--- src/sv/tprl_pkg.sv ---
// Package for timestamp pose range lookup: command codes and field widths.
// No dependencies.
`default_nettype none
package tprl_pkg;
    typedef enum logic [1:0] {
        CMD_LOAD  = 2'd0,
        CMD_QUERY = 2'd1,
        CMD_CLEAR = 2'd2,
        CMD_NONE  = 2'd3
    } t_cmd;

    localparam int TIME_W  = 48;
    localparam int COORD_W = 24;
    localparam int RANGE_W = 25;
    localparam int IDX_W   = 10;
    localparam int SQ_W    = 52;

    typedef struct packed {
        logic [TIME_W-1:0]  t;
        logic [COORD_W-1:0] x;
        logic [COORD_W-1:0] y;
        logic [COORD_W-1:0] z;
    } t_entry;
endpackage
`default_nettype wire

--- src/sv/tprl_isqrt.sv ---
// Iterative floor square root, restoring method, one result bit per cycle.
// Depends on tprl_pkg.
`default_nettype none
module tprl_isqrt
    import tprl_pkg::*;
(
    input  wire logic               i_clk,
    input  wire logic               i_rst_n,
    input  wire logic               i_start,
    input  wire logic [SQ_W-1:0]    i_value,
    output logic                    o_done,
    output logic [RANGE_W+1-1:0]    o_root
);
    localparam int ROOT_W = SQ_W / 2;
    localparam int CNT_W  = $clog2(ROOT_W + 1);

    // r_res carries the partial root scaled by the current bit weight
    logic [SQ_W-1:0]   r_rem, r_bit, n_rem, n_bit;
    logic [SQ_W-1:0]   r_res, n_res;
    logic [CNT_W-1:0]  r_cnt;
    logic              r_busy;
    logic [SQ_W-1:0]   trial;

    assign trial = r_res + r_bit;

    always_comb begin
        if (r_rem >= trial) begin
            n_rem = r_rem - trial;
            n_res = (r_res >> 1) + r_bit;
        end else begin
            n_rem = r_rem;
            n_res = r_res >> 1;
        end
        n_bit = r_bit >> 2;
    end

    always_ff @(posedge i_clk) begin
        o_done <= 1'b0;
        if (!i_rst_n) begin
            r_busy <= 1'b0;
            r_cnt  <= '0;
        end else if (i_start) begin
            r_busy <= 1'b1;
            r_rem  <= i_value;
            r_res  <= '0;
            r_bit  <= SQ_W'(1) << (SQ_W - 2);
            r_cnt  <= CNT_W'(ROOT_W);
        end else if (r_busy) begin
            r_rem <= n_rem;
            r_res <= n_res;
            r_bit <= n_bit;
            r_cnt <= r_cnt - 1'b1;
            if (r_cnt == CNT_W'(1)) begin
                r_busy <= 1'b0;
                o_done <= 1'b1;
            end
        end
    end

    assign o_root = (RANGE_W+1)'(r_res);
endmodule
`default_nettype wire

--- config.mk ---
export PLATFORM = sky130hd
export DESIGN_NAME = tprl_isqrt
export DESIGN_NICKNAME = d
export VERILOG_FILES = /design/src/sv/tprl_pkg.sv /design/src/sv/tprl_isqrt.sv
export SDC_FILE = /design/constraint.sdc
export NUM_CORES = 1
export LEC_CHECK = 0
export BUFFER_PORTS_ARGS = -buffer_cell sky130_fd_sc_hd__buf_2
export CAP_MARGIN = 40
export CORE_MARGIN = 2
export CORE_UTILIZATION = 25
export DETAILED_ROUTE_END_ITERATION = 10
export PLACE_DENSITY = 0.5
export SYNTH_ARGS = -nofsm -noshare
export SYNTH_HDL_FRONTEND = slang
export SYNTH_SLANG_ARGS = --single-unit
--- constraint.sdc ---
create_clock -name i_clk -period 8.9 [get_ports i_clk]
set_input_delay 0.445 -clock i_clk [delete_from_list [all_inputs] [get_ports i_clk]]
set_output_delay 0.445 -clock i_clk [all_outputs]
set_load 0.005 [all_outputs]
==> impl_metrics.py, run 1 <==
metrics = {
    "die": {
        "start_util_pct": 25.2,
        "die_y_um": 228,
        "die-width_um": 228,
        "floorplan.core_area_mm2": 0.0499,
        "total_die_area_mm2": 0.0520,
        "floorplan.rows": 82,
        "ios": 82,
    },
    "place": {
        "place.gp.congestion": 0.872,
        "dp.final_hpwl_um": 28800,
        "portbufs": 81,
        "place_area_mm2": 0.0134,
    },
    "detailed_routing": {
        "antenna_violating_nets_post_route": 0,
        "detailroute.wirelength.met2_um": 17600,
        "dr_total_vias": 11001,
        "drt-wirelength-per-cell_um": 17.5,
        "avg_vias_per_cell": 5.09,
        "firstDrtPassIters": 5,
        "dr.max_layer_used": "met4",
        "post_route_drc_violation_count": 0,
        "routedLengthMet1_um": 17800,
        "drt_iter0_markers": 923,
        "route.met3.wl_um": 1650,
        "finalWirelength_um": 37800,
    },
    "global_routing": {
        "grt_pass1_vias": 10721,
        "grt_max_degree": 83,
        "grt_usage_pct": 14.4,
        "grt-ovfl-total": 0,
        "wire_length_of_the_first_global_routing_pass_um": 59800,
        "antenna_found_initial": 0,
    },
    "synthesis": {
        "synth_top_area_cell": "sky130_fd_sc_hd__edfxtp_1",
        "async_reset_ff_share_pct": 0,
        "gate_count_post_synth": 1460,
        "syn-mean-instance-area_um2": 8.59,
        "netlist_area_mm2": 0.0125,
        "post_synth_top_area_share_pct": 31.1,
        "yosys-top-cells-count": "sky130_fd_sc_hd__nand2_1, sky130_fd_sc_hd__edfxtp_1, sky130_fd_sc_hd__o21ai_0",
        "mappedNetlistNets": 1624,
        "synth_warnings": 0,
        "synth-edff-count": 130,
        "synth_flop_cell": "sky130_fd_sc_hd__edfxtp_1",
        "ys_seq_elements": 137,
        "synthTopCellsByArea": "sky130_fd_sc_hd__edfxtp_1, sky130_fd_sc_hd__ha_1, sky130_fd_sc_hd__xnor2_1",
        "synth_seq_area_share_pct": 32.2,
        "yosys.cell_types.count": 73,
        "yosys.cell_count.top_type": "sky130_fd_sc_hd__nand2_1",
    },
    "power_and_ir_drop": {
        "p_leak_nw": 5.19,
        "part_of_the_total_power_dissipated_in_combinational_logic_pct": 45.3,
        "power_per_cell_area_mw_per_mm2": 215,
        "power.net_switching_mw": 1.21,
        "p_int_mw": 1.79,
        "sequential_power_share_pct": 30.0,
        "sw_frac_of_total_pct": 40.3,
        "pwr-share-clk_pct": 24.7,
        "ir_drop_v": 0.000108,
    },
    "critical_path": {
        "required_ns": 8.98,
        "setup.worst_path.end_class": "flop",
        "critical_path_cell_count": 19,
        "timing.critical_path.max_delay_family": "simple AND/OR/NAND/NOR gates",
        "timing.rr.end": "r_rem[21]",
        "r2r_setup_slack_ns": 2.04,
        "cp-endpoint": "r_rem[21]",
        "crit_path_start": "r_res[6]",
        "timing.critical_path.slowest_stage_cell": "sky130_fd_sc_hd__nor4_1",
        "timing.critical_path.cells": "ha_1 > nand4_1 > or2_2 > o211ai_1 > nand3_1 > a31o_2 > o311ai_1 > nor2b_1 > o21ai_0 > xor2_1 > ha_1 > nand4_1 > nor4_1 > nand4_1 > o211a_1 > o21ai_4 > nor2_1 > nor2_4 > buf_4",
        "reg2reg_from": "r_res[6]",
        "timing.critical_path.fanout_max": 43,
        "worstPathArrival_ns": 6.94,
        "setup.worst_path.start_class": "flop",
        "critical-path-max-stage-delay_ns": 0.66,
        "worstSetupPathType": "reg2reg",
        "critPathMostFrequentCell": "sky130_fd_sc_hd__nand4_1",
        "cp.buffers_inverters": 1,
        "worstRegToRegCells": 19,
    },
    "clock_network": {
        "clock_path_buffers": 2,
        "cts_tree": "built",
        "cts_hold_buf": 0,
        "postCtsResizedCells": 0,
        "clk_transition_reported_paths_ns": 0.07,
        "post_cts_buffers": 0,
        "tritoncts_buffer_count": 17,
        "htreeDepth": 4,
        "clock_sinks": 137,
        "worstSkewPairLatency_ns": 0.45,
        "cts_root_buffer": "sky130_fd_sc_hd__clkbuf_16",
    },
    "timing": {
        "tightest_slew_ns": 0.882,
        "timing.max_slew.rel_slack_pct": 41.2,
        "fin_hold_ws_ns": 0.271,
        "hold_violations": 0,
        "finalWorstPathRequiredPeriod_ns": 6.86,
        "max_fclk_mhz": 146,
        "timing.final.crit_share_pct": 77.0,
        "slew_violations": 0,
        "fin_tns_setup_ns": 0,
        "final.setup_skew_ns": 0.0132,
        "rsz_0062_raised_after_global_routing": "no",
        "setup_viol_count_final": 0,
    },
    "outcome": {
        "outcome": "completed",
    },
    "flow_run": {
        "max-cap-violations": 0,
    },
    "final_layout": {
        "layout.nets": 1641,
        "layout-area-overhead-vs-synth_pct": 11.7,
        "layout.cell_area.non_filler_mm2": 0.0140,
        "drive_above_1_share_pct": 10.0,
        "num_antenna_cells": 0,
    },
    "min_path": {
        "worstHoldStart": "i_value[18]",
        "holdCritPathClass": "in2reg",
    },
}
[per-stage QoR]
stage | util (%) | setup WS, ns | std cells | total power [mW]
detailed placement | 26.9 | 2.11 | 2130 | 2.27
finish | 28.1 | 2.04 | 2162 | 3.01
floorplan | - | 1.52 | 1460 | 1.94
global route | 28.1 | 1.54 | 2162 | 3.22
CTS | 28.1 | 2.08 | 2162 | 3.03
global placement | 26.9 | 2.20 | 2129 | 2.26
[sequential cells by signal, summed over array words and instances, names as in the netlist]
name and count:
r_cnt 5, r_bit 26, r_res 52, r_rem 52, r_busy 1, o_done 1
[routing by layer]
layer  global-route usage [%]  up-vias
met5                        0        -
met4                     4.15        0
met3                     2.63       40
met2                     23.8      256
met1                     19.2     5242
li1                         -     5463
[tightest hold or removal path: cells and delay by family]
kind            cells  cell delay (ns)
compound gates      1             0.05
simple gates        1             0.04
buf+inv             1             0.07
[worst min path at each step]
stage / to / slack [ns] / depth (start not counted)
2_1_floorplan: r_cnt[0] / 0.52 / 2
3_3_place_gp: r_cnt[1] / 0.55 / 2
3_5_place_dp: r_cnt[0] / 0.56 / 2
5_1_grt: r_rem[18] / 0.26 / 3
4_1_cts: r_rem[18] / 0.25 / 3
6_report: r_rem[18] / 0.27 / 3
[power groups by stage]
stage                     Sequential [mW]  Combinational, mW  Clock [mW]
final                               0.903               1.36       0.744
after global routing                0.914               1.52       0.788
after CTS                           0.904               1.36       0.762
after detailed placement            0.916               1.36           0
after global placement              0.915               1.35           0
after floorplan                     0.880               1.06           0
[kinds of logic after synthesis]
kind of cell,synth area share (%)
buffers and inverters,4.99
DFF,32.2
and+or+nand+nor,18.5
adders and majority gates,10.9
muxes,0.598
AOI/OAI and AO/OA,23.9
xor gates and xnor gates,8.93
[layout make-up]
type,count,area [µm²]
well taps,672,841
clock inverters,12,150
clock buffers,20,437
repair buffers,89,492
flip-flops and latches,137,4040
multi-input cells,1191,7900
fillers,5420,35800
inverters,41,154
[cell usage in the layout (no fill, tap or decap), types with 5 or more instances in the layout]
| cell | instances |
|---|---|
| sky130_fd_sc_hd__and3_1 | 21 |
| sky130_fd_sc_hd__edfxtp_1 | 130 |
| sky130_fd_sc_hd__nand2_1 | 160 |
| sky130_fd_sc_hd__a31o_2 | 12 |
| sky130_fd_sc_hd__a31oi_1 | 51 |
| sky130_fd_sc_hd__or3_1 | 14 |
| sky130_fd_sc_hd__nor3_1 | 21 |
| sky130_fd_sc_hd__or2_2 | 7 |
| sky130_fd_sc_hd__and2_1 | 10 |
| sky130_fd_sc_hd__o21a_1 | 8 |
| sky130_fd_sc_hd__dfxtp_1 | 7 |
| sky130_fd_sc_hd__nor4_1 | 7 |
| sky130_fd_sc_hd__xnor2_1 | 70 |
| sky130_fd_sc_hd__o21bai_1 | 26 |
| sky130_fd_sc_hd__nand4_1 | 38 |
| sky130_fd_sc_hd__inv_1 | 39 |
| sky130_fd_sc_hd__o221ai_1 | 5 |
| sky130_fd_sc_hd__a211oi_1 | 29 |
| sky130_fd_sc_hd__o211ai_1 | 7 |
| sky130_fd_sc_hd__buf_2 | 80 |
| sky130_fd_sc_hd__clkbuf_16 | 17 |
| sky130_fd_sc_hd__o31ai_1 | 10 |
| sky130_fd_sc_hd__xor2_1 | 58 |
| sky130_fd_sc_hd__o21ai_0 | 112 |
| sky130_fd_sc_hd__ha_1 | 108 |
| sky130_fd_sc_hd__nand3_1 | 29 |
| sky130_fd_sc_hd__buf_4 | 7 |
| sky130_fd_sc_hd__nand2b_1 | 8 |
| sky130_fd_sc_hd__a21o_1 | 36 |
| sky130_fd_sc_hd__nor2b_1 | 45 |
| sky130_fd_sc_hd__a21boi_0 | 7 |
| sky130_fd_sc_hd__o21ai_1 | 9 |
| sky130_fd_sc_hd__nor2_1 | 100 |
| sky130_fd_sc_hd__a21oi_1 | 107 |
Note: power is estimated with default switching activity, not from simulation.
==> run 2, diff against run 1 <==
==> constraint.sdc (replaced) <==
create_clock -name i_clk -period 6.4 [get_ports i_clk]
set_input_delay 0.32 -clock i_clk [delete_from_list [all_inputs] [get_ports i_clk]]
set_output_delay 0.32 -clock i_clk [all_outputs]
set_load 0.005 [all_outputs]
==> impl_metrics.py, run 2 (synthesized netlist as in run 1, its figures left out) <==
metrics = {
    "critical_path": {
        "r2r_setup_slack_ns": 0.34,
        "worstRegToRegCells": 19,
        "setup.worst_path.end_class": "flop",
        "worstSetupPathType": "reg2reg",
        "cp-endpoint": "r_res[27]",
        "cp.buffers_inverters": 0,
        "timing.critical_path.fanout_max": 32,
        "timing.critical_path.cells": "ha_1 > nand4_1 > or2_2 > o211ai_1 > a41oi_1 > o311ai_2 > nand2_1 > o21bai_1 > xnor2_1 > ha_1 > a21o_1 > o21bai_1 > nor2b_1 > a2111oi_0 > o211a_1 > o21a_4 > or3_1 > mux2i_1 > a311o_1",
        "worstPathArrival_ns": 6.27,
        "setup.worst_path.start_class": "flop",
        "crit_path_start": "r_res[6]",
        "critical_path_cell_count": 19,
        "required_ns": 6.61,
        "timing.critical_path.slowest_stage_cell": "sky130_fd_sc_hd__a2111oi_0",
        "timing.critical_path.max_delay_family": "compound AO/OA/AOI/OAI gates",
        "critical-path-max-stage-delay_ns": 0.51,
        "reg2reg_from": "r_res[6]",
        "timing.rr.end": "r_res[27]",
    },
    "power_and_ir_drop": {
        "p_int_mw": 2.60,
        "p_leak_nw": 5.32,
        "power_per_cell_area_mw_per_mm2": 303,
        "pwr-share-clk_pct": 25.8,
        "power.net_switching_mw": 1.71,
        "ir_drop_v": 0.000200,
        "part_of_the_total_power_dissipated_in_combinational_logic_pct": 45.4,
        "sequential_power_share_pct": 28.8,
        "sw_frac_of_total_pct": 39.7,
    },
    "detailed_routing": {
        "dr_total_vias": 11247,
        "finalWirelength_um": 38200,
        "drt_iter0_markers": 943,
        "avg_vias_per_cell": 5.16,
        "post_route_drc_violation_count": 0,
        "firstDrtPassIters": 5,
        "antenna_violating_nets_post_route": 0,
        "drt-wirelength-per-cell_um": 17.5,
    },
    "clock_network": {
        "worstSkewPairLatency_ns": 0.46,
        "cts_tree": "built",
        "clock_path_buffers": 2,
        "cts_root_buffer": "sky130_fd_sc_hd__clkbuf_16",
        "cts_hold_buf": 0,
        "post_cts_buffers": 0,
        "clock_sinks": 137,
        "clk_transition_reported_paths_ns": 0.06,
        "htreeDepth": 4,
        "tritoncts_buffer_count": 17,
    },
    "timing": {
        "rsz_0062_raised_after_global_routing": "no",
        "tightest_slew_ns": 0.814,
        "hold_violations": 0,
        "finalWorstPathRequiredPeriod_ns": 6.06,
        "timing.max_slew.rel_slack_pct": 44.3,
        "final.setup_skew_ns": 0.00905,
        "timing.final.crit_share_pct": 94.7,
        "slew_violations": 0,
        "fin_tns_setup_ns": 0,
        "setup_viol_count_final": 0,
        "max_fclk_mhz": 165,
    },
    "outcome": {
        "outcome": "completed",
    },
    "final_layout": {
        "layout.nets": 1659,
        "layout-area-overhead-vs-synth_pct": 13.6,
        "num_antenna_cells": 0,
        "drive_above_1_share_pct": 11.4,
        "final_common_cell": "sky130_fd_sc_hd__nand2_1",
        "commonest_cells_after_routing_fill_and_taps_aside": "sky130_fd_sc_hd__nand2_1, sky130_fd_sc_hd__edfxtp_1, sky130_fd_sc_hd__o21ai_0, sky130_fd_sc_hd__ha_1, sky130_fd_sc_hd__a21oi_1",
        "top_regs": "r_rem: 52 flops, r_res: 52 flops, r_bit: 26 flops",
        "final_core_util_pct": 28.6,
    },
    "global_routing": {
        "grt_pass1_vias": 10954,
        "antenna_found_initial": 0,
        "grt-ovfl-total": 0,
        "grt_max_degree": 75,
        "wire_length_of_the_first_global_routing_pass_um": 61000,
        "grt_usage_pct": 14.7,
    },
    "die": {
        "start_util_pct": 25.2,
        "total_die_area_mm2": 0.0520,
        "floorplan.rows": 82,
        "ios": 82,
        "die_y_um": 228,
        "floorplan.core_area_mm2": 0.0499,
        "die-width_um": 228,
    },
    "place": {
        "place.gp.congestion": 0.868,
        "portbufs": 81,
        "dp.final_hpwl_um": 29300,
    },
    "min_path": {
        "holdCritPathClass": "in2reg",
    },
    "flow_run": {
        "max-cap-violations": 0,
    },
}
run 2: per-stage QoR:
stage,cell area (µm²),power (mW),worst slack (ns),instances,hold WS [ns]
4_1_cts,14200,4.32,0.0598,2180,0.128
2_1_floorplan,12600,2.69,0.444,1460,0.419
3_5_place_dp,13600,3.20,0.0807,2148,0.556
3_3_place_gp,13600,3.18,0.175,2146,0.542
6_report,14300,4.31,0.339,2180,0.143
5_1_grt,14300,4.61,0.00594,2180,0.135
run 2: routing by layer:
layer | GRT usage (%) | up-vias | wire length [µm]
met1 | 19.2 | 5463 | 17700
met5 | 0 | - | 0
li1 | - | 5495 | -
met2 | 24.8 | 260 | 18300
met3 | 3.00 | 29 | 1830
met4 | 3.41 | 0 | 414
run 2: worst min path at each step:
stage	cells past startpoint	endpoint	start	slack (ns)
after floorplan	0	r_bit[50]	i_start	0.42
after global placement	2	r_cnt[0]	r_cnt[0]	0.54
after detailed placement	2	r_cnt[2]	r_cnt[2]	0.56
after CTS	3	r_rem[46]	i_value[46]	0.13
after global routing	3	r_rem[27]	i_value[27]	0.14
final	3	r_rem[46]	i_value[46]	0.14
run 2: area by class of cell:
cell class	instances	area [µm²]
fill	5382	35600
clock buffer	19	433
timing repair buffer	107	657
multi-input combinational	1191	7920
tap	672	841
inverter	41	154
clock inverter	13	201
sequential	137	4040
run 2: power by group through the flow:
stage	clock, mW	combinational (mW)	sequential [mW]
floorplan	0	1.47	1.22
global placement	0	1.92	1.26
detailed placement	0	1.93	1.26
CTS	1.13	1.95	1.24
global route	1.17	2.18	1.26
finish	1.11	1.96	1.24
run 2: timing repair:
action | CTS | global route
hold endpoints to repair | 0 | 0
setup endpoints to repair | 0 | 93
resized for setup | 0 | 4
run 2: worst register-to-register path: stages, from the launching register on:
cell	delay (ns)
sky130_fd_sc_hd__edfxtp_1	0.49
sky130_fd_sc_hd__ha_1	0.40
sky130_fd_sc_hd__nand4_1	0.16
sky130_fd_sc_hd__or2_2	0.33
sky130_fd_sc_hd__o211ai_1	0.43
sky130_fd_sc_hd__a41oi_1	0.28
sky130_fd_sc_hd__o311ai_2	0.46
sky130_fd_sc_hd__nand2_1	0.18
sky130_fd_sc_hd__o21bai_1	0.18
sky130_fd_sc_hd__xnor2_1	0.15
sky130_fd_sc_hd__ha_1	0.36
sky130_fd_sc_hd__a21o_1	0.22
sky130_fd_sc_hd__o21bai_1	0.21
sky130_fd_sc_hd__nor2b_1	0.15
sky130_fd_sc_hd__a2111oi_0	0.51
sky130_fd_sc_hd__o211a_1	0.32
sky130_fd_sc_hd__o21a_4	0.42
sky130_fd_sc_hd__or3_1	0.19
sky130_fd_sc_hd__mux2i_1	0.06
sky130_fd_sc_hd__a311o_1	0.32
==> run 3, diff against run 2 <==
--- a/config.mk
+++ b/config.mk
@@ -5,12 +5,14 @@
 export SDC_FILE = /design/constraint.sdc
 export NUM_CORES = 1
 export LEC_CHECK = 0
+export ABC_AREA = 1
 export BUFFER_PORTS_ARGS = -buffer_cell sky130_fd_sc_hd__buf_2
 export CAP_MARGIN = 40
 export CORE_MARGIN = 2
 export CORE_UTILIZATION = 25
 export DETAILED_ROUTE_END_ITERATION = 10
-export PLACE_DENSITY = 0.5
+export PLACE_DENSITY = 0.49
+export REMOVE_ABC_BUFFERS = 1
 export SYNTH_ARGS = -nofsm -noshare
 export SYNTH_HDL_FRONTEND = slang
 export SYNTH_SLANG_ARGS = --single-unit
==> constraint.sdc (replaced) <==
create_clock -name i_clk -period 6.4 [get_ports i_clk]
set_input_delay 0.32 -clock i_clk [delete_from_list [all_inputs] [get_ports i_clk]]
set_output_delay 0.32 -clock i_clk [all_outputs]
set_load 0.1 [all_outputs]
==> impl_metrics.py, run 3 <==
metrics = {
    "outcome": {
        "outcome": "completed",
    },
    "synthesis": {
        "synth-simple-area-share_pct": 41.8,
        "synthTopCellsByArea": "sky130_fd_sc_hd__edfxtp_1, sky130_fd_sc_hd__nand2_1, sky130_fd_sc_hd__inv_1",
        "synth_top_family_by_area": "simple AND/OR/NAND/NOR gates",
        "post_synth_top_area_share_pct": 23.3,
        "ys_seq_elements": 137,
        "netlist_area_mm2": 0.0167,
        "yosys.area_share.xor_xnor_pct": 4.13,
        "muxShareOfSynthArea_pct": 0,
        "syn-mean-instance-area_um2": 6.01,
        "gate_count_post_synth": 2786,
        "yosys.cell_count.top_type": "sky130_fd_sc_hd__nand2_1",
        "synth-edff-count": 130,
        "synth_flop_cell": "sky130_fd_sc_hd__edfxtp_1",
        "synthesized_area_fraction_occupied_by_ao_oa_aoi_and_oai_cells_pct": 8.67,
        "yosys.cell_types.count": 44,
        "post_synth_adder_cell_area_pct": 8.19,
        "yosys-top-cells-count": "sky130_fd_sc_hd__nand2_1, sky130_fd_sc_hd__inv_1, sky130_fd_sc_hd__nor2_1",
        "synth_seq_area_share_pct": 24.2,
        "synth_top_area_cell": "sky130_fd_sc_hd__edfxtp_1",
        "synth_warnings": 0,
        "async_reset_ff_share_pct": 0,
    },
    "die": {
        "die_y_um": 263,
        "die-width_um": 263,
        "floorplan.core_area_mm2": 0.0660,
        "floorplan.rows": 94,
        "total_die_area_mm2": 0.0691,
        "ios": 82,
        "start_util_pct": 25.4,
    },
    "power_and_ir_drop": {
        "power.net_switching_mw": 2.41,
        "power_per_cell_area_mw_per_mm2": 262,
        "p_int_mw": 2.43,
        "p_leak_nw": 9.18,
        "pwr-share-clk_pct": 21.0,
        "sw_frac_of_total_pct": 49.8,
        "ir_drop_v": 0.000189,
        "fin_total_pwr_mw": 4.83,
        "part_of_the_total_power_dissipated_in_combinational_logic_pct": 52.2,
        "sequential_power_share_pct": 26.8,
    },
    "detailed_routing": {
        "avg_vias_per_cell": 4.74,
        "firstDrtPassIters": 8,
        "post_route_drc_violation_count": 0,
        "drt-wirelength-per-cell_um": 17.7,
        "drt_iter0_markers": 1280,
        "dr_total_vias": 17531,
        "finalWirelength_um": 65500,
        "antenna_violating_nets_post_route": 0,
    },
    "clock_network": {
        "tritoncts_buffer_count": 17,
        "clk_transition_reported_paths_ns": 0.08,
        "clock_path_buffers": 2,
        "cts_hold_buf": 0,
        "cts_tree": "built",
        "post_cts_buffers": 0,
        "clock_sinks": 137,
        "worstSkewPairLatency_ns": 0.51,
        "postCtsResizedCells": 0,
        "htreeDepth": 4,
        "cts_root_buffer": "sky130_fd_sc_hd__clkbuf_16",
    },
    "final_layout": {
        "fillCellCount": 7622,
        "final_common_cell": "sky130_fd_sc_hd__nand2_1",
        "layout-area-overhead-vs-synth_pct": 10.2,
        "final_core_util_pct": 28.0,
        "layout.cell_area.non_filler_mm2": 0.0184,
        "layout.nets": 2987,
        "stdcell_count": 3700,
        "num_antenna_cells": 0,
        "layout.area.seq_mm2": 0.00404,
        "commonest_cells_after_routing_fill_and_taps_aside": "sky130_fd_sc_hd__nand2_1, sky130_fd_sc_hd__inv_1, sky130_fd_sc_hd__nor2_1, sky130_fd_sc_hd__nand3_1, sky130_fd_sc_hd__edfxtp_1",
        "combined_area_of_the_multi_input_logic_cells_mm2": 0.0105,
        "top_regs": "r_rem: 52 flops, r_res: 52 flops, r_bit: 26 flops",
        "drive_above_1_share_pct": 6.31,
    },
    "global_routing": {
        "grt-ovfl-total": 0,
        "grt_pass1_vias": 16994,
        "antenna_found_initial": 0,
        "wire_length_of_the_first_global_routing_pass_um": 99900,
        "grt_usage_pct": 19.0,
        "grt_max_degree": 71,
    },
    "timing": {
        "max_fclk_mhz": 189,
        "fin_hold_ws_ns": 0.0851,
        "rsz_0062_raised_after_global_routing": "no",
        "finalWorstPathRequiredPeriod_ns": 5.28,
        "tightest_slew_ns": 0.726,
        "timing.final.crit_share_pct": 82.6,
        "final.setup_skew_ns": 0.0199,
        "timing.max_slew.rel_slack_pct": 51.6,
        "slew_violations": 0,
        "setup_viol_count_final": 0,
        "fin_tns_setup_ns": 0,
        "hold_violations": 0,
        "fin_ws_ns": 1.12,
    },
    "critical_path": {
        "timing.critical_path.slowest_stage_cell": "sky130_fd_sc_hd__buf_4",
        "critical_path_cell_count": 22,
        "timing.critical_path.max_delay_family": "simple AND/OR/NAND/NOR gates",
        "cp.buffers_inverters": 4,
        "critPathMostFrequentCell": "sky130_fd_sc_hd__nand2_1",
        "timing.critical_path.fanout_max": 44,
        "timing.critical_path.cells": "ha_1 > nand2_1 > o21ai_0 > nand2_1 > o21ai_0 > a21oi_1 > nand2_1 > nand2_1 > nand2_1 > xnor2_1 > ha_1 > nand2_1 > nor2_2 > inv_2 > nor2_2 > nand2_1 > inv_1 > nand4_1 > nand3_4 > o21ai_0 > inv_2 > buf_4",
        "required_ns": 6.53,
        "critical-path-max-stage-delay_ns": 0.56,
        "worstRegToRegCells": 22,
        "worstSetupPathType": "reg2reg",
        "setup.worst_path.start_class": "flop",
        "worstPathArrival_ns": 5.41,
        "setup.worst_path.end_class": "flop",
    },
    "flow_run": {
        "max-cap-violations": 0,
    },
    "place": {
        "place_area_mm2": 0.0179,
        "dp_cells": 3668,
        "dp.final_hpwl_um": 53800,
        "portbufs": 81,
        "placement.setup.worst_slack_ns": 1.23,
        "place.gp.congestion": 0.985,
    },
    "min_path": {
        "holdCritPathClass": "in2reg",
        "whs_path_depth": 3,
    },
}
[run 3: final cells by class]
cell class	count	area share [%]
clock buffers	19	2.46
clock inverters	13	0.570
inverters	465	9.48
multi-input cells	2112	57.0
flip-flops and latches	137	21.9
well taps	864	5.86
repair buffers	90	2.69
[run 3: layer usage]
metal	vias to the layer above	routed length, µm	track usage [%]
met3	90	2720	2.36
met2	400	29300	30.8
met4	0	2140	7.49
li1	8995	-	-
met1	8046	31300	25.7
met5	-	0	0
[run 3: path summary, 6_finish.rpt]
kind / start / to / slack [ns]
max: r_res[18] / r_rem[14] / 1.12
min: i_value[6] / r_rem[6] / 0.09
max reg2reg: r_res[18] / r_rem[14] / 1.12
min reg2reg: r_cnt[4] / r_cnt[4] / 0.49
[run 3: logic make-up (layout without fill, tap and decap cells)]
| group | after synthesis | in the layout |
|---|---|---|
| xor+xnor | 79 | 79 |
| flops | 137 | 137 |
| buf+inv | 537 | 587 |
| fa+ha+maj | 109 | 109 |
| compound gates | 266 | 266 |
| simple gates | 1658 | 1658 |
[run 3: worst register-to-register path, stage by stage (launching register included)]
cell,delay (ns)
sky130_fd_sc_hd__edfxtp_1,0.55
sky130_fd_sc_hd__ha_1,0.47
sky130_fd_sc_hd__nand2_1,0.12
sky130_fd_sc_hd__o21ai_0,0.30
sky130_fd_sc_hd__nand2_1,0.14
sky130_fd_sc_hd__o21ai_0,0.50
sky130_fd_sc_hd__a21oi_1,0.08
sky130_fd_sc_hd__nand2_1,0.19
sky130_fd_sc_hd__nand2_1,0.07
sky130_fd_sc_hd__nand2_1,0.08
sky130_fd_sc_hd__xnor2_1,0.13
sky130_fd_sc_hd__ha_1,0.41
sky130_fd_sc_hd__nand2_1,0.14
sky130_fd_sc_hd__nor2_2,0.15
sky130_fd_sc_hd__inv_2,0.06
sky130_fd_sc_hd__nor2_2,0.12
sky130_fd_sc_hd__nand2_1,0.10
sky130_fd_sc_hd__inv_1,0.08
sky130_fd_sc_hd__nand4_1,0.15
sky130_fd_sc_hd__nand3_4,0.12
sky130_fd_sc_hd__o21ai_0,0.09
sky130_fd_sc_hd__inv_2,0.21
sky130_fd_sc_hd__buf_4,0.56
[run 3: power groups by stage]
stage | clock network (mW) | registers [mW] | logic, mW
4_1_cts | 1.04 | 1.29 | 2.50
2_1_floorplan | 0 | 1.37 | 1.66
3_5_place_dp | 0 | 1.31 | 2.50
3_3_place_gp | 0 | 1.31 | 2.50
6_report | 1.02 | 1.30 | 2.52
5_1_grt | 1.07 | 1.31 | 2.83
